--- src/rtl/aes_pkg.sv ---
// aes_pkg: shared types, constants and functions for the aes block encrypt pipeline
// no dependencies
`default_nettype none
package aes_pkg;

  localparam int MaxRounds = 14;
  localparam int KeyWords  = 60;

  typedef enum logic [2:0] {
    REG_KEY_LENGTH = 3'd0,
    REG_KEY_WORD_0 = 3'd1,
    REG_KEY_WORD_1 = 3'd2,
    REG_KEY_WORD_2 = 3'd3,
    REG_KEY_WORD_3 = 3'd4
  } cfg_reg_t;

  typedef enum logic [1:0] {
    KEY_128 = 2'd0,
    KEY_192 = 2'd1,
    KEY_256 = 2'd2
  } key_len_t;

  typedef enum logic [1:0] {
    KS_IDLE,
    KS_LOAD,
    KS_RUN
  } ks_state_t;

  typedef struct packed {
    logic [63:0] block_high;
    logic [63:0] block_low;
  } block_in_t;

  typedef struct packed {
    logic [63:0] cipher_high;
    logic [63:0] cipher_low;
  } block_out_t;

  typedef struct packed {
    logic [2:0]  index;
    logic [63:0] data;
  } cfg_wr_t;

  localparam logic [7:0] SBOX [256] = '{
    8'h63,8'h7c,8'h77,8'h7b,8'hf2,8'h6b,8'h6f,8'hc5,8'h30,8'h01,8'h67,8'h2b,8'hfe,8'hd7,8'hab,8'h76,
    8'hca,8'h82,8'hc9,8'h7d,8'hfa,8'h59,8'h47,8'hf0,8'had,8'hd4,8'ha2,8'haf,8'h9c,8'ha4,8'h72,8'hc0,
    8'hb7,8'hfd,8'h93,8'h26,8'h36,8'h3f,8'hf7,8'hcc,8'h34,8'ha5,8'he5,8'hf1,8'h71,8'hd8,8'h31,8'h15,
    8'h04,8'hc7,8'h23,8'hc3,8'h18,8'h96,8'h05,8'h9a,8'h07,8'h12,8'h80,8'he2,8'heb,8'h27,8'hb2,8'h75,
    8'h09,8'h83,8'h2c,8'h1a,8'h1b,8'h6e,8'h5a,8'ha0,8'h52,8'h3b,8'hd6,8'hb3,8'h29,8'he3,8'h2f,8'h84,
    8'h53,8'hd1,8'h00,8'hed,8'h20,8'hfc,8'hb1,8'h5b,8'h6a,8'hcb,8'hbe,8'h39,8'h4a,8'h4c,8'h58,8'hcf,
    8'hd0,8'hef,8'haa,8'hfb,8'h43,8'h4d,8'h33,8'h85,8'h45,8'hf9,8'h02,8'h7f,8'h50,8'h3c,8'h9f,8'ha8,
    8'h51,8'ha3,8'h40,8'h8f,8'h92,8'h9d,8'h38,8'hf5,8'hbc,8'hb6,8'hda,8'h21,8'h10,8'hff,8'hf3,8'hd2,
    8'hcd,8'h0c,8'h13,8'hec,8'h5f,8'h97,8'h44,8'h17,8'hc4,8'ha7,8'h7e,8'h3d,8'h64,8'h5d,8'h19,8'h73,
    8'h60,8'h81,8'h4f,8'hdc,8'h22,8'h2a,8'h90,8'h88,8'h46,8'hee,8'hb8,8'h14,8'hde,8'h5e,8'h0b,8'hdb,
    8'he0,8'h32,8'h3a,8'h0a,8'h49,8'h06,8'h24,8'h5c,8'hc2,8'hd3,8'hac,8'h62,8'h91,8'h95,8'he4,8'h79,
    8'he7,8'hc8,8'h37,8'h6d,8'h8d,8'hd5,8'h4e,8'ha9,8'h6c,8'h56,8'hf4,8'hea,8'h65,8'h7a,8'hae,8'h08,
    8'hba,8'h78,8'h25,8'h2e,8'h1c,8'ha6,8'hb4,8'hc6,8'he8,8'hdd,8'h74,8'h1f,8'h4b,8'hbd,8'h8b,8'h8a,
    8'h70,8'h3e,8'hb5,8'h66,8'h48,8'h03,8'hf6,8'h0e,8'h61,8'h35,8'h57,8'hb9,8'h86,8'hc1,8'h1d,8'h9e,
    8'he1,8'hf8,8'h98,8'h11,8'h69,8'hd9,8'h8e,8'h94,8'h9b,8'h1e,8'h87,8'he9,8'hce,8'h55,8'h28,8'hdf,
    8'h8c,8'ha1,8'h89,8'h0d,8'hbf,8'he6,8'h42,8'h68,8'h41,8'h99,8'h2d,8'h0f,8'hb0,8'h54,8'hbb,8'h16
  };

  function automatic logic [7:0] xtime(input logic [7:0] v);
    xtime = {v[6:0], 1'b0} ^ (v[7] ? 8'h1b : 8'h00);
  endfunction

  function automatic logic [31:0] word_subst(input logic [31:0] v);
    word_subst = {SBOX[v[31:24]], SBOX[v[23:16]], SBOX[v[15:8]], SBOX[v[7:0]]};
  endfunction

  function automatic logic [127:0] sub_shift(input logic [127:0] s);
    logic [127:0] r;
    r = '0;
    for (int c = 0; c < 4; c++) begin
      for (int w = 0; w < 4; w++) begin
        r[127 - 8*(4*c + w) -: 8] = SBOX[s[127 - 8*(4*((c + w) % 4) + w) -: 8]];
      end
    end
    sub_shift = r;
  endfunction

  function automatic logic [127:0] mix_columns(input logic [127:0] s);
    logic [127:0] r;
    logic [7:0]   a0, a1, a2, a3, al;
    r = '0;
    for (int c = 0; c < 4; c++) begin
      a0 = s[127 - 32*c -: 8];
      a1 = s[119 - 32*c -: 8];
      a2 = s[111 - 32*c -: 8];
      a3 = s[103 - 32*c -: 8];
      al = a0 ^ a1 ^ a2 ^ a3;
      r[127 - 32*c -: 8] = a0 ^ al ^ xtime(a0 ^ a1);
      r[119 - 32*c -: 8] = a1 ^ al ^ xtime(a1 ^ a2);
      r[111 - 32*c -: 8] = a2 ^ al ^ xtime(a2 ^ a3);
      r[103 - 32*c -: 8] = a3 ^ al ^ xtime(a3 ^ a0);
    end
    mix_columns = r;
  endfunction

endpackage
`default_nettype wire

--- src/rtl/aes_key_sched.sv ---
// aes_key_sched: config registers and sequential key expansion into per-round key registers
// depends on aes_pkg
`default_nettype none
module aes_key_sched
  import aes_pkg::*;
(
  input  wire logic           clk,
  input  wire logic           rst,
  input  wire logic           cfg_valid,
  input  wire cfg_wr_t        cfg,
  output logic                cfg_ready,
  output logic [3:0]          num_rounds,
  output logic [127:0]        rkey [MaxRounds+1],
  output logic                ks_busy
);

  logic [1:0]  key_length;
  logic [63:0] key_word [4];
  ks_state_t   state, state_next;
  logic [5:0]  idx;
  logic [31:0] win [8];
  logic [3:0]  nk;
  logic [2:0]  top_w;
  logic [3:0]  pos, pos_next;
  logic [3:0]  rcon_cnt;
  logic [7:0]  rcon;
  logic [31:0] t, nw;
  logic [5:0]  total;
  logic [1:0]  code;
  logic        wr;

  assign code  = (key_length == 2'd3) ? KEY_256 : key_length;
  assign nk    = 4'd4 + {1'b0, code, 1'b0};
  assign top_w = 3'(nk - 4'd1);
  assign total = {nk, 2'b00} + 6'd28;
  assign wr    = cfg_valid && cfg_ready;
  assign cfg_ready = (state == KS_IDLE);
  assign ks_busy   = (state != KS_IDLE);

  always_ff @(posedge clk) begin
    if (rst) begin
      key_length <= KEY_128;
      for (int i = 0; i < 4; i++) key_word[i] <= '0;
    end else if (wr) begin
      case (cfg.index)
        REG_KEY_LENGTH: key_length <= cfg.data[1:0];
        REG_KEY_WORD_0: key_word[0] <= cfg.data;
        REG_KEY_WORD_1: key_word[1] <= cfg.data;
        REG_KEY_WORD_2: key_word[2] <= cfg.data;
        REG_KEY_WORD_3: key_word[3] <= cfg.data;
        default: ;
      endcase
    end
  end

  always_comb begin
    state_next = state;
    case (state)
      KS_IDLE: if (wr && cfg.index <= REG_KEY_WORD_3) state_next = KS_LOAD;
      KS_LOAD: state_next = KS_RUN;
      KS_RUN:  if (idx == total - 6'd1) state_next = KS_IDLE;
      default: state_next = KS_IDLE;
    endcase
  end

  always_ff @(posedge clk) begin
    if (rst) state <= KS_LOAD;
    else     state <= state_next;
  end

  // next schedule word from the sliding window of the last nk words
  always_comb begin
    t = win[top_w];
    if (pos == 4'd0)
      t = word_subst({t[23:0], t[31:24]}) ^ {rcon, 24'h0};
    else if (nk == 4'd8 && pos == 4'd4)
      t = word_subst(t);
    nw = win[0] ^ t;
    pos_next = (pos == nk - 4'd1) ? 4'd0 : pos + 4'd1;
  end

  always_comb begin
    case (rcon_cnt)
      4'd0: rcon = 8'h01;
      4'd1: rcon = 8'h02;
      4'd2: rcon = 8'h04;
      4'd3: rcon = 8'h08;
      4'd4: rcon = 8'h10;
      4'd5: rcon = 8'h20;
      4'd6: rcon = 8'h40;
      4'd7: rcon = 8'h80;
      4'd8: rcon = 8'h1b;
      default: rcon = 8'h36;
    endcase
  end

  always_ff @(posedge clk) begin
    if (state == KS_LOAD) begin
      for (int i = 0; i < 4; i++) begin
        win[2*i]     <= key_word[i][63:32];
        win[2*i + 1] <= key_word[i][31:0];
      end
      for (int i = 0; i < 8; i++) begin
        if (4'(i) < nk)
          rkey[i/4][127 - 32*(i%4) -: 32] <=
            (i % 2 == 1) ? key_word[i/2][31:0] : key_word[i/2][63:32];
      end
      idx        <= {2'b00, nk};
      pos        <= 4'd0;
      rcon_cnt   <= 4'd0;
      num_rounds <= nk + 4'd6;
    end else if (state == KS_RUN) begin
      for (int i = 0; i < 7; i++) begin
        if (4'(i) < nk - 4'd1) win[i] <= win[i+1];
      end
      win[top_w] <= nw;
      rkey[idx[5:2]][127 - 32*idx[1:0] -: 32] <= nw;
      idx <= idx + 6'd1;
      pos <= pos_next;
      if (pos == 4'd0) rcon_cnt <= rcon_cnt + 4'd1;
    end
  end

`ifndef SYNTHESIS
  a_no_ready_busy: assert property (@(posedge clk) disable iff (rst)
    cfg_ready != ks_busy) else $error("ready and busy overlap");
  a_load_run: assert property (@(posedge clk) disable iff (rst)
    state == KS_LOAD |=> state == KS_RUN) else $error("load not followed by run");
  a_idx_bound: assert property (@(posedge clk) disable iff (rst)
    state == KS_RUN |-> idx < 6'(KeyWords)) else $error("schedule index overflow");
`endif

endmodule
`default_nettype wire

--- config.mk ---
export PLATFORM = sky130hd
export DESIGN_NAME = aes_key_sched
export DESIGN_NICKNAME = d
export VERILOG_FILES = /design/src/rtl/aes_pkg.sv /design/src/rtl/aes_key_sched.sv
export SDC_FILE = /design/constraint.sdc
export NUM_CORES = 2
export LEC_CHECK = 0
export BUFFER_PORTS_ARGS = -buffer_cell sky130_fd_sc_hd__buf_2
export CAP_MARGIN = 20
export CELL_PAD_IN_SITES_DETAIL_PLACEMENT = 1
export CELL_PAD_IN_SITES_GLOBAL_PLACEMENT = 1
export CORE_AREA = 2 2 787 789
export CTS_CLUSTER_DIAMETER = 100
export DETAILED_ROUTE_END_ITERATION = 7
export DIE_AREA = 0 0 789 791
export PLACE_DENSITY_LB_ADDON = 0.1
export SYNTH_ARGS = -nofsm -noshare
export SYNTH_HDL_FRONTEND = slang
export SYNTH_SLANG_ARGS = --single-unit
export TNS_END_PERCENT = 1
--- constraint.sdc ---
create_clock -name clk -period 9.93 [get_ports clk]
set_clock_uncertainty 0.05 [all_clocks]
set_input_delay 1.986 -clock clk [delete_from_list [all_inputs] [get_ports clk]]
set_output_delay 1.986 -clock clk [all_outputs]
set_load 0.1 [all_outputs]
==> results by group <==
Die
  – # IOs: 1,996
  – Core ar.: 617,000 um^2
  – FP Rows: 289
  – Initial Util: 16.4%
  – DIE WIDTH: 789 um
  – Die height: 791 um
  – Die footprint: 624,000 um^2

Global routing
  – Maximum number of pins on one net before global-route repair: 96
  – Vias in the first global route: 79,200
  – First-pass GRT wire length: 940,000 um
  – Overall global routing resource usage: 23.0%
  – Antenna violations before repair: 162
  – Overflow after GRT: 0

Power
  – Peak VDD IR: 0.306 mV
  – Pwr dens: 422 nW/um^2
  – P_leak: 47.5 nW

CTS
  – Root Driver: clkbuf_16
  – Post-CTS Resized: 0
  – Number of H-tree levels: 5
  – CTS tree: yes
  – Latest clock arrival within the worst-skew pair: 1020 ps
  – CTS buffer count: 316
  – Post-CTS setup buffer count: 0
  – CTS Buffer Depth: 4
  – Sink Count: 2,461
  – Hold_buf cts: 0
  – Clk slew on worst S/H paths: 60 ps

Placed design
  – GPL Wtd Cong: 0.917
  – IO Port Bufs: 1,994
  – DP HPWL: 560,000 um

Routing
  – Via Count: 79,100
  – Initial DRC count: 7,828
  – Vias per inst: 4.43
  – DRC viols: 0
  – Routed WL: 749,000 um
  – Post-DRT Antenna Nets: 0
  – First-pass iteration count of the detailed router: 6
  – Wirelength per Cell: 42.0 um

Synthesis
  – Post-synth EDFFs: 2,439
  – Largest family of logic cells by synthesized area: compound AO/OA/AOI/OAI gates
  – Synth cell types: 96
  – Share of the synthesized area in the top cell type: 72.4%
  – Sequential area share after synthesis: 72.9%
  – Post-Synth Adder-Cell Area: 0.520%
  – Mapped cell area: 101,000 um^2
  – Yosys top cell by area: edfxtp_1
  – Area contributors post-synth: edfxtp_1, o21ai_0, nand2_1, mux2_2, o211ai_1
  – Fraction of registers with async set/reset: 0%
  – Cells after Synth: 7,078
  – Post-synthesis simple-gate area fraction: 8.49%
  – Mux cell area share after synthesis: 3.12%
  – Yosys warns: 0
  – Avg Inst Size Synth: 14.3 um^2
  – Post-Synth XOR/XNOR Area: 0.381%
  – Most common flop cell mapped by yosys: edfxtp_1
  – Synth Area in Compound Gates: 11.9%
  – Mapped Nets: 7,190
  – Post-synthesis register bit count: 2,461

Critical path
  – CP Launch Type: register
  – Critical path data arrival time: 8780 ps
  – WS Path Type: reg -> reg
  – CP max FO: 25
  – CP endpoint kind: register
  – Worst path required time: 10,690 ps

STA
  – Actual slew at the worst max-slew pin: 1330 ps
  – Slew HR: 11.5%
  – Final period util: 80.8%
  – Fmax: 125 MHz
  – Tmin final: 8020 ps
  – Slew Limit Fails: 0
  – Finish-stage setup viols: 0
  – TNS Setup: 0 ps
  – Fin. Hold Viols: 0
  – RSZ-0062 raised after global routing: false

Layout
  – Layout Utilization: 22.0%
  – Share of cells above drive strength 1: 35.7%
  – Layout area overhead: 34.0%
  – Final nets: 9,419
  – FILL cells: 68,000

Status
  – Outcome: finished clean

Hold path
  – HP Class: reg -> reg

Job
  – Max-cap violation count: 0
## worst max-delay path, cell delays in order, from the launching register on
cell,delay (ps)
dfxtp_4,720
buf_4,420
mux2i_1,180
o21ai_4,600
inv_1,550
ha_1,620
a211oi_1,390
o21ai_0,180
and4_1,250
o31ai_1,660
a21oi_1,120
o211ai_1,510
a21oi_1,170
o21ai_2,800
nand3_1,250
buf_4,280
a21oi_4,640
buf_4,280
## layout by cell type (no fill, tap or decap), types with 65 or more instances in the layout
cell and count:
buf_2 1995, nor3_1 86, clkbuf_16 316, edfxtp_1 2439, nand3_1 145, nand2_1 635, diode_2 138, nor2_1 265
a31oi_1 76, nand4_1 69, clkbuf_1 65, a21oi_1 233, buf_4 437, o211ai_1 231, mux2i_1 90, mux2_2 179
nor2_4 109, o21ai_0 475, clkinv_1 74, a211oi_1 131, and2_1 272
## kinds of logic after synthesis
kind of cell | after synthesis
buffers and inverters | 629
AO/OA/AOI/OAI | 1789
multiplexers | 282
XOR/XNOR | 44
other | 2
flip-flops | 2461
AND/OR/NAND/NOR | 1829
adder cells (fa/ha/maj) | 42
## per-layer routing
metal,track usage (%),routed length (um),vias to the layer above
met2,38.8,359000,3482
met5,0,121,-
met4,6.88,25500,16
met3,4.03,43100,668
li1,-,-,32000
met1,30.1,321000,42900
## per-stage QoR
stage	instance area (um^2)	instances	hold slack, ps	setup WS [ps]	total power [W]
2_1_floorplan	101000	7078	430	2350	0.0280
3_3_place_gp	125000	17100	478	1560	0.0462
3_5_place_dp	125000	17100	483	1940	0.0462
4_1_cts	135000	17700	445	1900	0.0581
5_1_grt	135000	17800	475	1780	0.0589
6_report	136000	17800	450	1910	0.0572
## final timing paths
path                            slack, ps          to  cells past startpoint          start
worst max-delay path                 1910  rkey[1626]                     17  key_length[0]
worst min-delay path                  450   win[1][5]                      1      win[2][5]
worst max register to register       1910  rkey[1626]                     17  key_length[0]
worst min register to register        450   win[1][5]                      1      win[2][5]
## flip-flops by register name, indices dropped and copies added, names as in the netlist
register,flops
rkey,1920
rcon_cnt,4
pos,4
win,256
idx,6
num_rounds,3
key_length,2
state,2
rcon,8
key_word,256
## where the power goes
part	switching [W]	internal (W)
logic	0.0243	0.00555
registers	0.00116	0.0146
clock network	0.00505	0.00657
total	0.0305	0.0267
## cell usage after synthesis (18+ instances only)
cell and n:
nor2_1 403, inv_1 62, ha_1 42, clkbuf_1 288, a22oi_1 31, nor3_1 89
o21ai_2 18, mux2i_1 90, o21ai_0 493, a211o_1 21, a311oi_1 36, dfxtp_1 22
and2_1 272, a21oi_1 266, o211ai_1 231, buf_1 34, o31ai_1 34, nand3_1 153
o2111ai_1 23, buf_2 192, nor2b_1 65, nand2_1 646, o22ai_1 32, a221o_1 22
a31oi_1 76, mux2_2 179, edfxtp_1 2439, buf_4 33, nand2b_1 27, o221ai_1 37
and3_1 28, a211oi_1 132, nand4_1 69, o21ai_1 25, a221oi_1 48, a21o_1 19
o311ai_0 23, xnor2_1 30, a21boi_0 18, o21a_1 33
## area by class of cell
cell class | count | area, um^2 | area share, %
sequential | 2461 | 73700 | 54.4
multi-input combinational | 3988 | 26800 | 19.8
inverter | 77 | 289 | 0.213
clock inverter | 191 | 2120 | 1.56
timing repair buffer | 2463 | 13900 | 10.3
tap | 8148 | 10200 | 7.52
clock buffer | 382 | 8170 | 6.03
antenna | 138 | 345 | 0.255
(Power assumes the default switching activity.)
